File: config.mk
export PLATFORM = sky130hd
export DESIGN_NAME = tlb_page_table_translator_top_flat
export DESIGN_NICKNAME = d
export VERILOG_FILES = /design/src/sv/tpt_pkg.sv /design/src/sv/tpt_if.sv /design/src/sv/tpt_ram.sv /design/src/sv/tpt_tlb_cell.sv /design/src/sv/tlb_page_table_translator_top.sv /design/src/flat_wrapper.sv
export VERILOG_INCLUDE_DIRS = /design/src /design/src/sv
export SDC_FILE = /design/constraint.sdc
export NUM_CORES = 2
export LEC_CHECK = 0
export BUFFER_PORTS_ARGS = -buffer_cell sky130_fd_sc_hd__buf_2
export CORE_UTILIZATION = 45
export CTS_BUF_LIST = sky130_fd_sc_hd__clkbuf_8
export CTS_CLUSTER_SIZE = 40
export DETAILED_ROUTE_END_ITERATION = 6
export PLACE_DENSITY = 0.7
export RECOVER_POWER = 25
export SETUP_SLACK_MARGIN = 0.2
export SLEW_MARGIN = 10
export SYNTH_ARGS = -nofsm -noshare
export SYNTH_HDL_FRONTEND = slang
export SYNTH_SLANG_ARGS = --single-unit
File: constraint.sdc
create_clock -name i_clk -period 18.68 [get_ports i_clk]
set_input_delay 1.868 -clock i_clk [delete_from_list [all_inputs] [get_ports i_clk]]
set_output_delay 1.868 -clock i_clk [all_outputs]
set_load 0.05 [all_outputs]
File: src/sv/assert_macros.svh
// Assertion macros shared by the translator RTL.
`ifndef ASSERT_MACROS_SVH
`define ASSERT_MACROS_SVH

// Same-cycle implication, disabled during reset.
`define TPT_ASSERT_IMPLY(label, clk, rst_n, ante, cons) \
    label: assert property (@(posedge clk) disable iff (!(rst_n)) (ante) |-> (cons)) \
        else $error("tpt assertion failed");

// Next-cycle implication, disabled during reset.
`define TPT_ASSERT_NEXT(label, clk, rst_n, ante, cons) \
    label: assert property (@(posedge clk) disable iff (!(rst_n)) (ante) |=> (cons)) \
        else $error("tpt assertion failed");

`endif

File: src/sv/tpt_pkg.sv
// Shared constants and types of the TLB / page table translator.
package tpt_pkg;

    localparam int ADDR_W = 16;
    localparam int CNT_W  = 32;

    localparam int TLB_ENTRIES_DEF  = 16;
    localparam int OFFSET_WIDTH_DEF = 8;
    localparam int PAGE_WIDTH_DEF   = 8;

    typedef logic [CNT_W-1:0] t_cnt;

    typedef struct packed {
        logic [ADDR_W-1:0] physical_address;
        logic              tlb_hit;
        logic              page_fault;
        t_cnt              hit_total;
        t_cnt              fault_total;
        t_cnt              access_total;
    } t_rsp;

    // Saturating increment of a running count.
    function automatic t_cnt sat_inc(input t_cnt v);
        return (v == '1) ? v : v + 1'b1;
    endfunction

endpackage

File: src/sv/tpt_if.sv
// Request and response channel interfaces of the translator.
interface tpt_req_if import tpt_pkg::*; ();
    logic              valid;
    logic              ready;
    logic [ADDR_W-1:0] virtual_address;

    modport source (output valid, output virtual_address, input ready);
    modport sink   (input valid, input virtual_address, output ready);
endinterface

interface tpt_rsp_if import tpt_pkg::*; ();
    logic              valid;
    logic              ready;
    logic [ADDR_W-1:0] physical_address;
    logic              tlb_hit;
    logic              page_fault;
    logic [CNT_W-1:0]  hit_total;
    logic [CNT_W-1:0]  fault_total;
    logic [CNT_W-1:0]  access_total;

    modport source (output valid, output physical_address, output tlb_hit,
                    output page_fault, output hit_total, output fault_total,
                    output access_total, input ready);
    modport sink   (input valid, input physical_address, input tlb_hit,
                    input page_fault, input hit_total, input fault_total,
                    input access_total, output ready);
endinterface

File: src/sv/tpt_ram.sv
// Generic single-write, single-read RAM with registered read data.
module tpt_ram #(
    parameter int WIDTH = 8,
    parameter int DEPTH = 256
) (
    input  logic                     i_clk,
    input  logic                     i_we,
    input  logic [$clog2(DEPTH)-1:0] i_waddr,
    input  logic [WIDTH-1:0]         i_wdata,
    input  logic [$clog2(DEPTH)-1:0] i_raddr,
    output logic [WIDTH-1:0]         o_rdata
);

    logic [WIDTH-1:0] r_mem [DEPTH];
    logic [WIDTH-1:0] r_rdata;

    always_ff @(posedge i_clk) begin
        if (i_we) begin
            r_mem[i_waddr] <= i_wdata;
        end
        r_rdata <= r_mem[i_raddr];
    end

    assign o_rdata = r_rdata;

endmodule

File: src/sv/tpt_tlb_cell.sv
// One TLB cell: holds a page/frame pair, compares it, hands it on when the row shifts.
module tpt_tlb_cell #(
    parameter int PAGE_W  = 8,
    parameter int FRAME_W = 8
) (
    input  logic               i_clk,
    input  logic               i_rst_n,
    input  logic               i_shift,
    input  logic               i_valid,
    input  logic [PAGE_W-1:0]  i_page,
    input  logic [FRAME_W-1:0] i_frame,
    input  logic [PAGE_W-1:0]  i_lookup_page,
    output logic               o_valid,
    output logic [PAGE_W-1:0]  o_page,
    output logic [FRAME_W-1:0] o_frame,
    output logic               o_hit,
    output logic [FRAME_W-1:0] o_hit_frame
);

    logic               r_valid;
    logic [PAGE_W-1:0]  r_page;
    logic [FRAME_W-1:0] r_frame;

    always_ff @(posedge i_clk) begin
        if (!i_rst_n) begin
            r_valid <= 1'b0;
        end else if (i_shift) begin
            r_valid <= i_valid;
        end
    end

    always_ff @(posedge i_clk) begin
        if (i_shift) begin
            r_page  <= i_page;
            r_frame <= i_frame;
        end
    end

    assign o_valid     = r_valid;
    assign o_page      = r_page;
    assign o_frame     = r_frame;
    assign o_hit       = r_valid && (r_page == i_lookup_page);
    // masked so the row can OR all cells together
    assign o_hit_frame = o_hit ? r_frame : '0;

endmodule

File: src/sv/tlb_page_table_translator_top.sv
// Top level: FIFO TLB built as a shifting row of cells, backed by a demand-paged page table.
//
//  channel | dir | handshake            | payload
//  --------+-----+----------------------+---------------------------------------------
//  i_req   | in  | valid/ready          | virtual_address[15:0]
//  o_rsp   | out | valid/ready          | physical_address, tlb_hit, page_fault,
//          |     |                      | hit_total, fault_total, access_total
//
//  A request is accepted in S_IDLE and compared against the TLB in S_LOOK; a miss
//  adds S_MISS for the registered read of the page-table RAM. One request is in
//  flight at a time. After reset the page table is cleared one entry per cycle,
//  all 2**PAGE_WIDTH entries (256 by default), with i_req.ready held low.
//  The result register lets a new request be accepted while o_rsp waits; a lookup
//  that finishes while o_rsp is still stalled holds until the slot frees.
`include "assert_macros.svh"

module tlb_page_table_translator_top import tpt_pkg::*; #(
    parameter int TLB_ENTRIES  = TLB_ENTRIES_DEF,
    parameter int OFFSET_WIDTH = OFFSET_WIDTH_DEF,
    parameter int PAGE_WIDTH   = PAGE_WIDTH_DEF
) (
    input  logic      i_clk,
    input  logic      i_rst_n,
    tpt_req_if.sink   i_req,
    tpt_rsp_if.source o_rsp
);

    // frame numbers have the same width as page numbers
    localparam int FRAME_W = PAGE_WIDTH;
    localparam int PT_W    = FRAME_W + 1;          // {mapped, frame}
    localparam int PT_D    = 1 << PAGE_WIDTH;

    localparam logic [1:0] S_CLEAR = 2'd0;
    localparam logic [1:0] S_IDLE  = 2'd1;
    localparam logic [1:0] S_LOOK  = 2'd2;
    localparam logic [1:0] S_MISS  = 2'd3;

    logic [1:0]            r_state, n_state;
    logic [PAGE_WIDTH-1:0] r_clr_idx, n_clr_idx;
    logic [ADDR_W-1:0]     r_va;
    logic [FRAME_W-1:0]    r_next_free, n_next_free;
    t_cnt                  r_hit_cnt, n_hit_cnt;
    t_cnt                  r_fault_cnt, n_fault_cnt;
    t_cnt                  r_access_cnt, n_access_cnt;
    logic                  r_out_valid, n_out_valid;
    t_rsp                  r_rsp, n_rsp;

    // Address split. Widening before the shift keeps the page bits that lie
    // above bit 15 at zero in wide configurations.
    logic [PAGE_WIDTH+ADDR_W-1:0]  w_va_ext;
    logic [PAGE_WIDTH-1:0]         w_page;
    logic [OFFSET_WIDTH-1:0]       w_offset;

    assign w_va_ext = {{PAGE_WIDTH{1'b0}}, r_va} >> OFFSET_WIDTH;
    assign w_page   = w_va_ext[PAGE_WIDTH-1:0];
    assign w_offset = r_va[OFFSET_WIDTH-1:0];

    // ---------------------------------------------------------------------
    // TLB row: cell 0 takes the newest pair, the oldest drops off the end.
    // ---------------------------------------------------------------------
    logic                  w_shift;
    logic [FRAME_W-1:0]    w_ins_frame;
    logic [TLB_ENTRIES:0]  w_chain_valid;
    logic [PAGE_WIDTH-1:0] w_chain_page  [TLB_ENTRIES+1];
    logic [FRAME_W-1:0]    w_chain_frame [TLB_ENTRIES+1];
    logic [TLB_ENTRIES-1:0] w_cell_hit;
    logic [FRAME_W-1:0]    w_cell_frame  [TLB_ENTRIES];

    assign w_chain_valid[0] = 1'b1;
    assign w_chain_page[0]  = w_page;
    assign w_chain_frame[0] = w_ins_frame;

    for (genvar g = 0; g < TLB_ENTRIES; g++) begin : g_cell
        tpt_tlb_cell #(
            .PAGE_W  (PAGE_WIDTH),
            .FRAME_W (FRAME_W)
        ) u_cell (
            .i_clk         (i_clk),
            .i_rst_n       (i_rst_n),
            .i_shift       (w_shift),
            .i_valid       (w_chain_valid[g]),
            .i_page        (w_chain_page[g]),
            .i_frame       (w_chain_frame[g]),
            .i_lookup_page (w_page),
            .o_valid       (w_chain_valid[g+1]),
            .o_page        (w_chain_page[g+1]),
            .o_frame       (w_chain_frame[g+1]),
            .o_hit         (w_cell_hit[g]),
            .o_hit_frame   (w_cell_frame[g])
        );
    end

    // at most one cell matches, so an OR of the masked frames selects it
    logic               w_hit;
    logic [FRAME_W-1:0] w_tlb_frame;

    assign w_hit = |w_cell_hit;

    always_comb begin
        w_tlb_frame = '0;
        for (int k = 0; k < TLB_ENTRIES; k++) begin
            w_tlb_frame = w_tlb_frame | w_cell_frame[k];
        end
    end

    // ---------------------------------------------------------------------
    // Page table RAM: {mapped, frame} per page, read at the current page.
    // ---------------------------------------------------------------------
    logic                  w_pt_we;
    logic [PAGE_WIDTH-1:0] w_pt_waddr;
    logic [PT_W-1:0]       w_pt_wdata;
    logic [PT_W-1:0]       w_pt_rdata;
    logic                  w_pt_mapped;

    assign w_pt_mapped = w_pt_rdata[FRAME_W];

    tpt_ram #(
        .WIDTH (PT_W),
        .DEPTH (PT_D)
    ) u_page_table (
        .i_clk   (i_clk),
        .i_we    (w_pt_we),
        .i_waddr (w_pt_waddr),
        .i_wdata (w_pt_wdata),
        .i_raddr (w_page),
        .o_rdata (w_pt_rdata)
    );

    // ---------------------------------------------------------------------
    // Control
    // ---------------------------------------------------------------------
    logic                            w_out_free;
    logic                            w_accept;
    logic [FRAME_W-1:0]              w_frame;
    logic [FRAME_W+OFFSET_WIDTH+ADDR_W-1:0] w_pa_ext;

    assign w_out_free  = !r_out_valid || o_rsp.ready;
    assign w_accept    = i_req.valid && i_req.ready;
    assign i_req.ready = (r_state == S_IDLE);

    // frame used for a miss: table frame when mapped, else the next free one
    assign w_ins_frame = w_pt_mapped ? w_pt_rdata[FRAME_W-1:0] : r_next_free;
    assign w_frame     = (r_state == S_LOOK) ? w_tlb_frame : w_ins_frame;
    assign w_pa_ext    = {{ADDR_W{1'b0}}, w_frame, w_offset};

    always_comb begin
        n_state      = r_state;
        n_clr_idx    = r_clr_idx;
        n_next_free  = r_next_free;
        n_hit_cnt    = r_hit_cnt;
        n_fault_cnt  = r_fault_cnt;
        n_access_cnt = r_access_cnt;
        n_out_valid  = r_out_valid && !o_rsp.ready;
        n_rsp        = r_rsp;
        w_shift      = 1'b0;
        w_pt_we      = 1'b0;
        w_pt_waddr   = w_page;
        w_pt_wdata   = {1'b1, r_next_free};

        case (r_state)
            S_CLEAR: begin
                w_pt_we    = 1'b1;
                w_pt_waddr = r_clr_idx;
                w_pt_wdata = '0;
                n_clr_idx  = r_clr_idx + 1'b1;
                if (r_clr_idx == '1) begin
                    n_state = S_IDLE;
                end
            end
            S_IDLE: begin
                if (w_accept) begin
                    n_state = S_LOOK;
                end
            end
            S_LOOK: begin
                if (!w_hit) begin
                    n_state = S_MISS;
                end else if (w_out_free) begin
                    n_hit_cnt            = sat_inc(r_hit_cnt);
                    n_access_cnt         = sat_inc(r_access_cnt);
                    n_out_valid          = 1'b1;
                    n_rsp.physical_address = w_pa_ext[ADDR_W-1:0];
                    n_rsp.tlb_hit        = 1'b1;
                    n_rsp.page_fault     = 1'b0;
                    n_rsp.hit_total      = n_hit_cnt;
                    n_rsp.fault_total    = r_fault_cnt;
                    n_rsp.access_total   = n_access_cnt;
                    n_state              = S_IDLE;
                end
            end
            S_MISS: begin
                if (w_out_free) begin
                    w_shift = 1'b1;
                    if (!w_pt_mapped) begin
                        w_pt_we     = 1'b1;
                        n_next_free = r_next_free + 1'b1;
                        n_fault_cnt = sat_inc(r_fault_cnt);
                    end
                    n_access_cnt         = sat_inc(r_access_cnt);
                    n_out_valid          = 1'b1;
                    n_rsp.physical_address = w_pa_ext[ADDR_W-1:0];
                    n_rsp.tlb_hit        = 1'b0;
                    n_rsp.page_fault     = !w_pt_mapped;
                    n_rsp.hit_total      = r_hit_cnt;
                    n_rsp.fault_total    = n_fault_cnt;
                    n_rsp.access_total   = n_access_cnt;
                    n_state              = S_IDLE;
                end
            end
            default: begin
                n_state = S_IDLE;
            end
        endcase
    end

    always_ff @(posedge i_clk) begin
        if (!i_rst_n) begin
            r_state      <= S_CLEAR;
            r_clr_idx    <= '0;
            r_next_free  <= '0;
            r_hit_cnt    <= '0;
            r_fault_cnt  <= '0;
            r_access_cnt <= '0;
            r_out_valid  <= 1'b0;
        end else begin
            r_state      <= n_state;
            r_clr_idx    <= n_clr_idx;
            r_next_free  <= n_next_free;
            r_hit_cnt    <= n_hit_cnt;
            r_fault_cnt  <= n_fault_cnt;
            r_access_cnt <= n_access_cnt;
            r_out_valid  <= n_out_valid;
        end
    end

    // payload registers
    always_ff @(posedge i_clk) begin
        r_rsp <= n_rsp;
        if (w_accept) begin
            r_va <= i_req.virtual_address;
        end
    end

    assign o_rsp.valid            = r_out_valid;
    assign o_rsp.physical_address = r_rsp.physical_address;
    assign o_rsp.tlb_hit          = r_rsp.tlb_hit;
    assign o_rsp.page_fault       = r_rsp.page_fault;
    assign o_rsp.hit_total        = r_rsp.hit_total;
    assign o_rsp.fault_total      = r_rsp.fault_total;
    assign o_rsp.access_total     = r_rsp.access_total;

    // ---------------------------------------------------------------------
    // Assertions
    // ---------------------------------------------------------------------
    // a page is inserted only on a miss, so no two cells may match
    `TPT_ASSERT_IMPLY(a_single_match, i_clk, i_rst_n, r_state == S_LOOK, $onehot0(w_cell_hit))
    // a fault only ever comes from the miss path
    `TPT_ASSERT_IMPLY(a_fault_not_hit, i_clk, i_rst_n, o_rsp.valid, !(o_rsp.tlb_hit && o_rsp.page_fault))
    // every hit and every fault is also an access
    `TPT_ASSERT_IMPLY(a_totals_order, i_clk, i_rst_n, o_rsp.valid, (o_rsp.access_total >= o_rsp.hit_total) && (o_rsp.access_total >= o_rsp.fault_total))
    // an accepted request always goes to the TLB compare next
    `TPT_ASSERT_NEXT(a_accept_look, i_clk, i_rst_n, w_accept, r_state == S_LOOK)

endmodule

File: src/flat_wrapper.sv
// flat-port wrapper written by rule: the top's interface ports become plain ports
module tlb_page_table_translator_top_flat import tpt_pkg::*;
#(
    parameter int TLB_ENTRIES  = TLB_ENTRIES_DEF,
    parameter int OFFSET_WIDTH = OFFSET_WIDTH_DEF,
    parameter int PAGE_WIDTH   = PAGE_WIDTH_DEF
)
  (i_clk, i_rst_n, i_req_valid, i_req_virtual_address, i_req_ready, o_rsp_valid, o_rsp_physical_address, o_rsp_tlb_hit, o_rsp_page_fault, o_rsp_hit_total, o_rsp_fault_total, o_rsp_access_total, o_rsp_ready);
  tpt_req_if i_req_i ();
  tpt_rsp_if o_rsp_i ();
  input  logic i_clk;
  input  logic i_rst_n;
  input wire logic [$bits(i_req_i.valid)-1:0] i_req_valid;
  input wire logic [$bits(i_req_i.virtual_address)-1:0] i_req_virtual_address;
  output wire logic [$bits(i_req_i.ready)-1:0] i_req_ready;
  output wire logic [$bits(o_rsp_i.valid)-1:0] o_rsp_valid;
  output wire logic [$bits(o_rsp_i.physical_address)-1:0] o_rsp_physical_address;
  output wire logic [$bits(o_rsp_i.tlb_hit)-1:0] o_rsp_tlb_hit;
  output wire logic [$bits(o_rsp_i.page_fault)-1:0] o_rsp_page_fault;
  output wire logic [$bits(o_rsp_i.hit_total)-1:0] o_rsp_hit_total;
  output wire logic [$bits(o_rsp_i.fault_total)-1:0] o_rsp_fault_total;
  output wire logic [$bits(o_rsp_i.access_total)-1:0] o_rsp_access_total;
  input wire logic [$bits(o_rsp_i.ready)-1:0] o_rsp_ready;
  assign i_req_i.valid = i_req_valid;
  assign i_req_i.virtual_address = i_req_virtual_address;
  assign i_req_ready = i_req_i.ready;
  assign o_rsp_valid = o_rsp_i.valid;
  assign o_rsp_physical_address = o_rsp_i.physical_address;
  assign o_rsp_tlb_hit = o_rsp_i.tlb_hit;
  assign o_rsp_page_fault = o_rsp_i.page_fault;
  assign o_rsp_hit_total = o_rsp_i.hit_total;
  assign o_rsp_fault_total = o_rsp_i.fault_total;
  assign o_rsp_access_total = o_rsp_i.access_total;
  assign o_rsp_i.ready = o_rsp_ready;
  tlb_page_table_translator_top #(.TLB_ENTRIES(TLB_ENTRIES), .OFFSET_WIDTH(OFFSET_WIDTH), .PAGE_WIDTH(PAGE_WIDTH)) u_core (.i_clk(i_clk), .i_rst_n(i_rst_n), .i_req(i_req_i), .o_rsp(o_rsp_i));
endmodule
==> results by group <==
Logic synthesis
  – Syn Nets: ~5.6k
  – Sequential cell area fraction in the yosys report: ~75%
  – Yosys cell types: about 70
  – Synth Area in Compound Gates: just under 2%
  – EDFF count, synth: between 2k and 3k
  – Mux cell area share after synthesis: around 15%
  – Avg Cell Area, Syn: roughly 20 sq um
  – Main combinational cell family by area after synthesis: multiplexers
  – Async set-reset flop share out of synthesis: 0%
  – Cell area after synthesis: about 110,000 sq um
  – Gate Count Post-Synth: 5,547
  – Ys flop type: edfxtp_1
  – YS warnings: 0
  – Simple-gate portion of the synthesized area: about 4%
  – Seq cells post-synth: ~2.8k
  – Fraction of the mapped netlist area in adder cells: less than 1%
  – XOR/XNOR Fraction of Synth Area: 2.28%

STA
  – Worst-Margin Slew: about 9.6 ns
  – Final setup viols: 0
  – Hold Vio Cnt, Final: 0
  – Final max-slew violation count: 1,410
  – Post-Route Skew: 0.150 ns
  – RSZ-0062 raised after global routing: false
  – Period utilization: roughly 63%
  – Sum Neg Setup Slack: 0 ns
  – FMAX: 85.0 MHz
  – Worst slew margin: -543%
  – Min Clock Period, post-route: 11.76 ns
  – Setup WS post-layout: between 6 and 7 ns

Worst setup path
  – CP Class: flop to flop
  – Arr. time, crit path: 12.77 ns
  – Startpoint types: flop
  – Worst-path fanout max: roughly 100
  – Setup crit end kind: flop
  – Critical path required time: around 20 ns
  – R2r startpoint: u_core.r_va[10]
  – Crit path launch: u_core.r_va[10]

Placement
  – GP Congestion: a little over 0.8
  – IO Port Bufs: ~140
  – Setup slack at placement: 12.78 ns
  – Placed cell count: 8,684
  – Post-DP HPWL: 142,000 microns
  – Placed Instance Area: between 100,000 and 150,000 sq um

Clock tree
  – Clk buf depth: 4
  – Clock edge transition at the registers on the reported setup and hold paths: roughly 0.06 ns
  – CTS Hold Bufs: 0
  – CTS Root Cell: clkbuf_8
  – Post-CTS setup buffers: 0
  – CTS Buf Count: between 400 and 500
  – Clock sink total: approximately 2.8k
  – Clock latency on the worst-skew pair: 1.12 ns
  – CTS tree: yes
  – Post_cts resized: 0
  – H-tree depth: 5

Floorplan
  – Core Box Area: ~240,000 sq um
  – # IOs: ~140
  – Row count: roughly 180
  – Initial core utilization: approximately 45%
  – Die ar.: between 200,000 and 250,000 sq um
  – DIE HEIGHT: approximately 500 microns
  – Die width: ~500 microns

Detailed routing
  – Via count: approximately 55k
  – Pre-antenna DRT Iters: 6
  – Avg Vias per Cell: about 5.8
  – DRC errors left: 0
  – Detail Route Antenna Nets: 0
  – Routed length per instance: roughly 26 microns
  – Initial DRC count: between 6k and 7k
  – Routed WL: around 250,000 microns

Power
  – Combinational Power Share: about 7.9%
  – Maximum vdd drop: 0.0900 mV
  – Internal power: slightly below 10 mW
  – P_sw: between 3 and 4 mW
  – Seq pwr share: 54.5%
  – Clock share of power: a little under two fifths
  – PD cells: around 110 nW/um^2
  – Leak pwr: ~42 nW
  – Pwr Total: 12.9 mW
  – Net Sw Frac: approximately a quarter

Worst hold path
  – Hold wc startpoint: u_core.g_cell[11].u_cell.o_page[0]
  – Hold Path Class: flop to flop

Global routing
  – Vias in the first global route: between 50k and 60k
  – Tot GR Track Use: 19.8%
  – GRT overflow: 0
  – First-pass GRT wire length: about 370,000 microns
  – Largest net degree at the start of global routing: about 260
  – Antenna violations before repair: 7

Cells and area
  – Fill count: around 19k
  – Syn-to-layout area delta: 11.0%
  – Layout cell share with drive strength beyond 1: between 20% and 30%
  – # nets final: 5,959
  – Commonest non-fill, non-tap cell in the layout: edfxtp_1
  – Final Non-Filler Cells: 9,492
  – Most frequent cells in the layout: 2,690 x edfxtp_1, 670 x mux4_2, 462 x clkbuf_8
  – Post-route design area: 123,000 sq um

Status
  – Failing checks: max-capacitance violations, max-slew violations
  – Status: finished with violations

Run
  – Max cap viols: 17
[cell type report]
class / count / area, sq um / area share, %
timing repair buffer: 235 / 1480 / 1.20
clock buffer: 462 / 6360 / 5.17
antenna: 11 / 27.5 / 0.0224
multi-input combinational: 2394 / 25600 / 20.8
sequential: 2830 / 83600 / 68.0
tap: 3202 / 4010 / 3.26
inverter: 24 / 110 / 0.0895
clock inverter: 334 / 1800 / 1.46
[kinds of logic (layout without fill, tap and decap cells)]
family	Yosys count	in the layout
flip-flops	2830	2830
AND/OR/NAND/NOR	983	983
multiplexers	786	786
adder cells (fa/ha/maj)	9	9
AO/OA/AOI/OAI	328	328
buffers and inverters	323	1055
XOR/XNOR	288	288
other	0	11
[layer usage]
metal  wire, microns  vias to the layer above  global-route usage (%)
li1                -                    23400                       -
met1          100000                    28800                    27.6
met2          118000                     2665                    31.0
met3           23000                      462                    4.80
met4            6910                        4                    6.24
met5              26                        -                       0
[per-stage QoR]
step                      hold WS [ns]  utilization [%]
after floorplan                  0.400                -
after global placement           0.404             47.1
after detailed placement         0.405             47.1
after CTS                        0.399             50.4
after global routing             0.418             50.4
final                            0.411             50.4
[worst max-delay path: stages, from the launching register on]
cell and delay (ns):
edfxtp_1 0.70, clkbuf_1 6.07, nand2_1 3.14, o22ai_1 1.22
a2111oi_2 0.24, a211oi_1 0.26
[registers in the layout, summed over array words and instances, names as in the netlist, 16 cells and up]
name	count
u_core.g_cell.u_cell.o_frame	128
u_core.g_cell.u_cell.o_valid	16
u_core.r_access_cnt	32
u_core.r_fault_cnt	32
u_core.r_va	16
u_core.g_cell.u_cell.o_page	128
u_core.u_page_table.r_mem	2304
u_core.o_rsp.fault_total	32
u_core.o_rsp.physical_address	16
u_core.o_rsp.access_total	32
u_core.o_rsp.hit_total	32
u_core.r_hit_cnt	32
[synthesized netlist by cell type (19+ instances only)]
master,instances,area share [%]
buf_6,23,0.23
o22ai_1,45,0.25
nor3_1,30,0.14
a211oi_1,19,0.13
nand4_1,58,0.33
buf_2,70,0.32
xnor2_1,235,1.9
nor2_1,425,1.4
a21oi_1,84,0.38
mux2i_1,104,0.94
mux4_2,670,14
a22oi_1,66,0.45
buf_4,47,0.32
xor2_1,53,0.42
o21ai_0,38,0.17
dfxtp_1,140,2.5
buf_1,30,0.10
nand2_1,226,0.77
edfxtp_1,2690,73
or3_1,35,0.20
nor4_1,22,0.12
nand3_1,85,0.38
clkbuf_1,126,0.43
[worst paths after layout]
path	end	slack (ns)	cells past startpoint
worst min register to register	u_core.g_cell[12].u_cell.o_page[0]	0.41	0
worst min-delay path	u_core.g_cell[12].u_cell.o_page[0]	0.41	0
worst max register to register	u_core.u_page_table.o_rdata[6]	6.92	5
worst max-delay path	u_core.u_page_table.o_rdata[6]	6.92	5
[power by group through the flow]
stage	clock [mW]	combinational (mW)	sequential (mW)
after global placement	0	0.998	7.17
after CTS	4.95	1.01	7.04
after floorplan	0	0.639	7.18
final	4.87	1.02	7.06
after detailed placement	0	1.01	7.18
after global routing	5.22	1.07	7.06
Power figures use the tool's default switching activity.
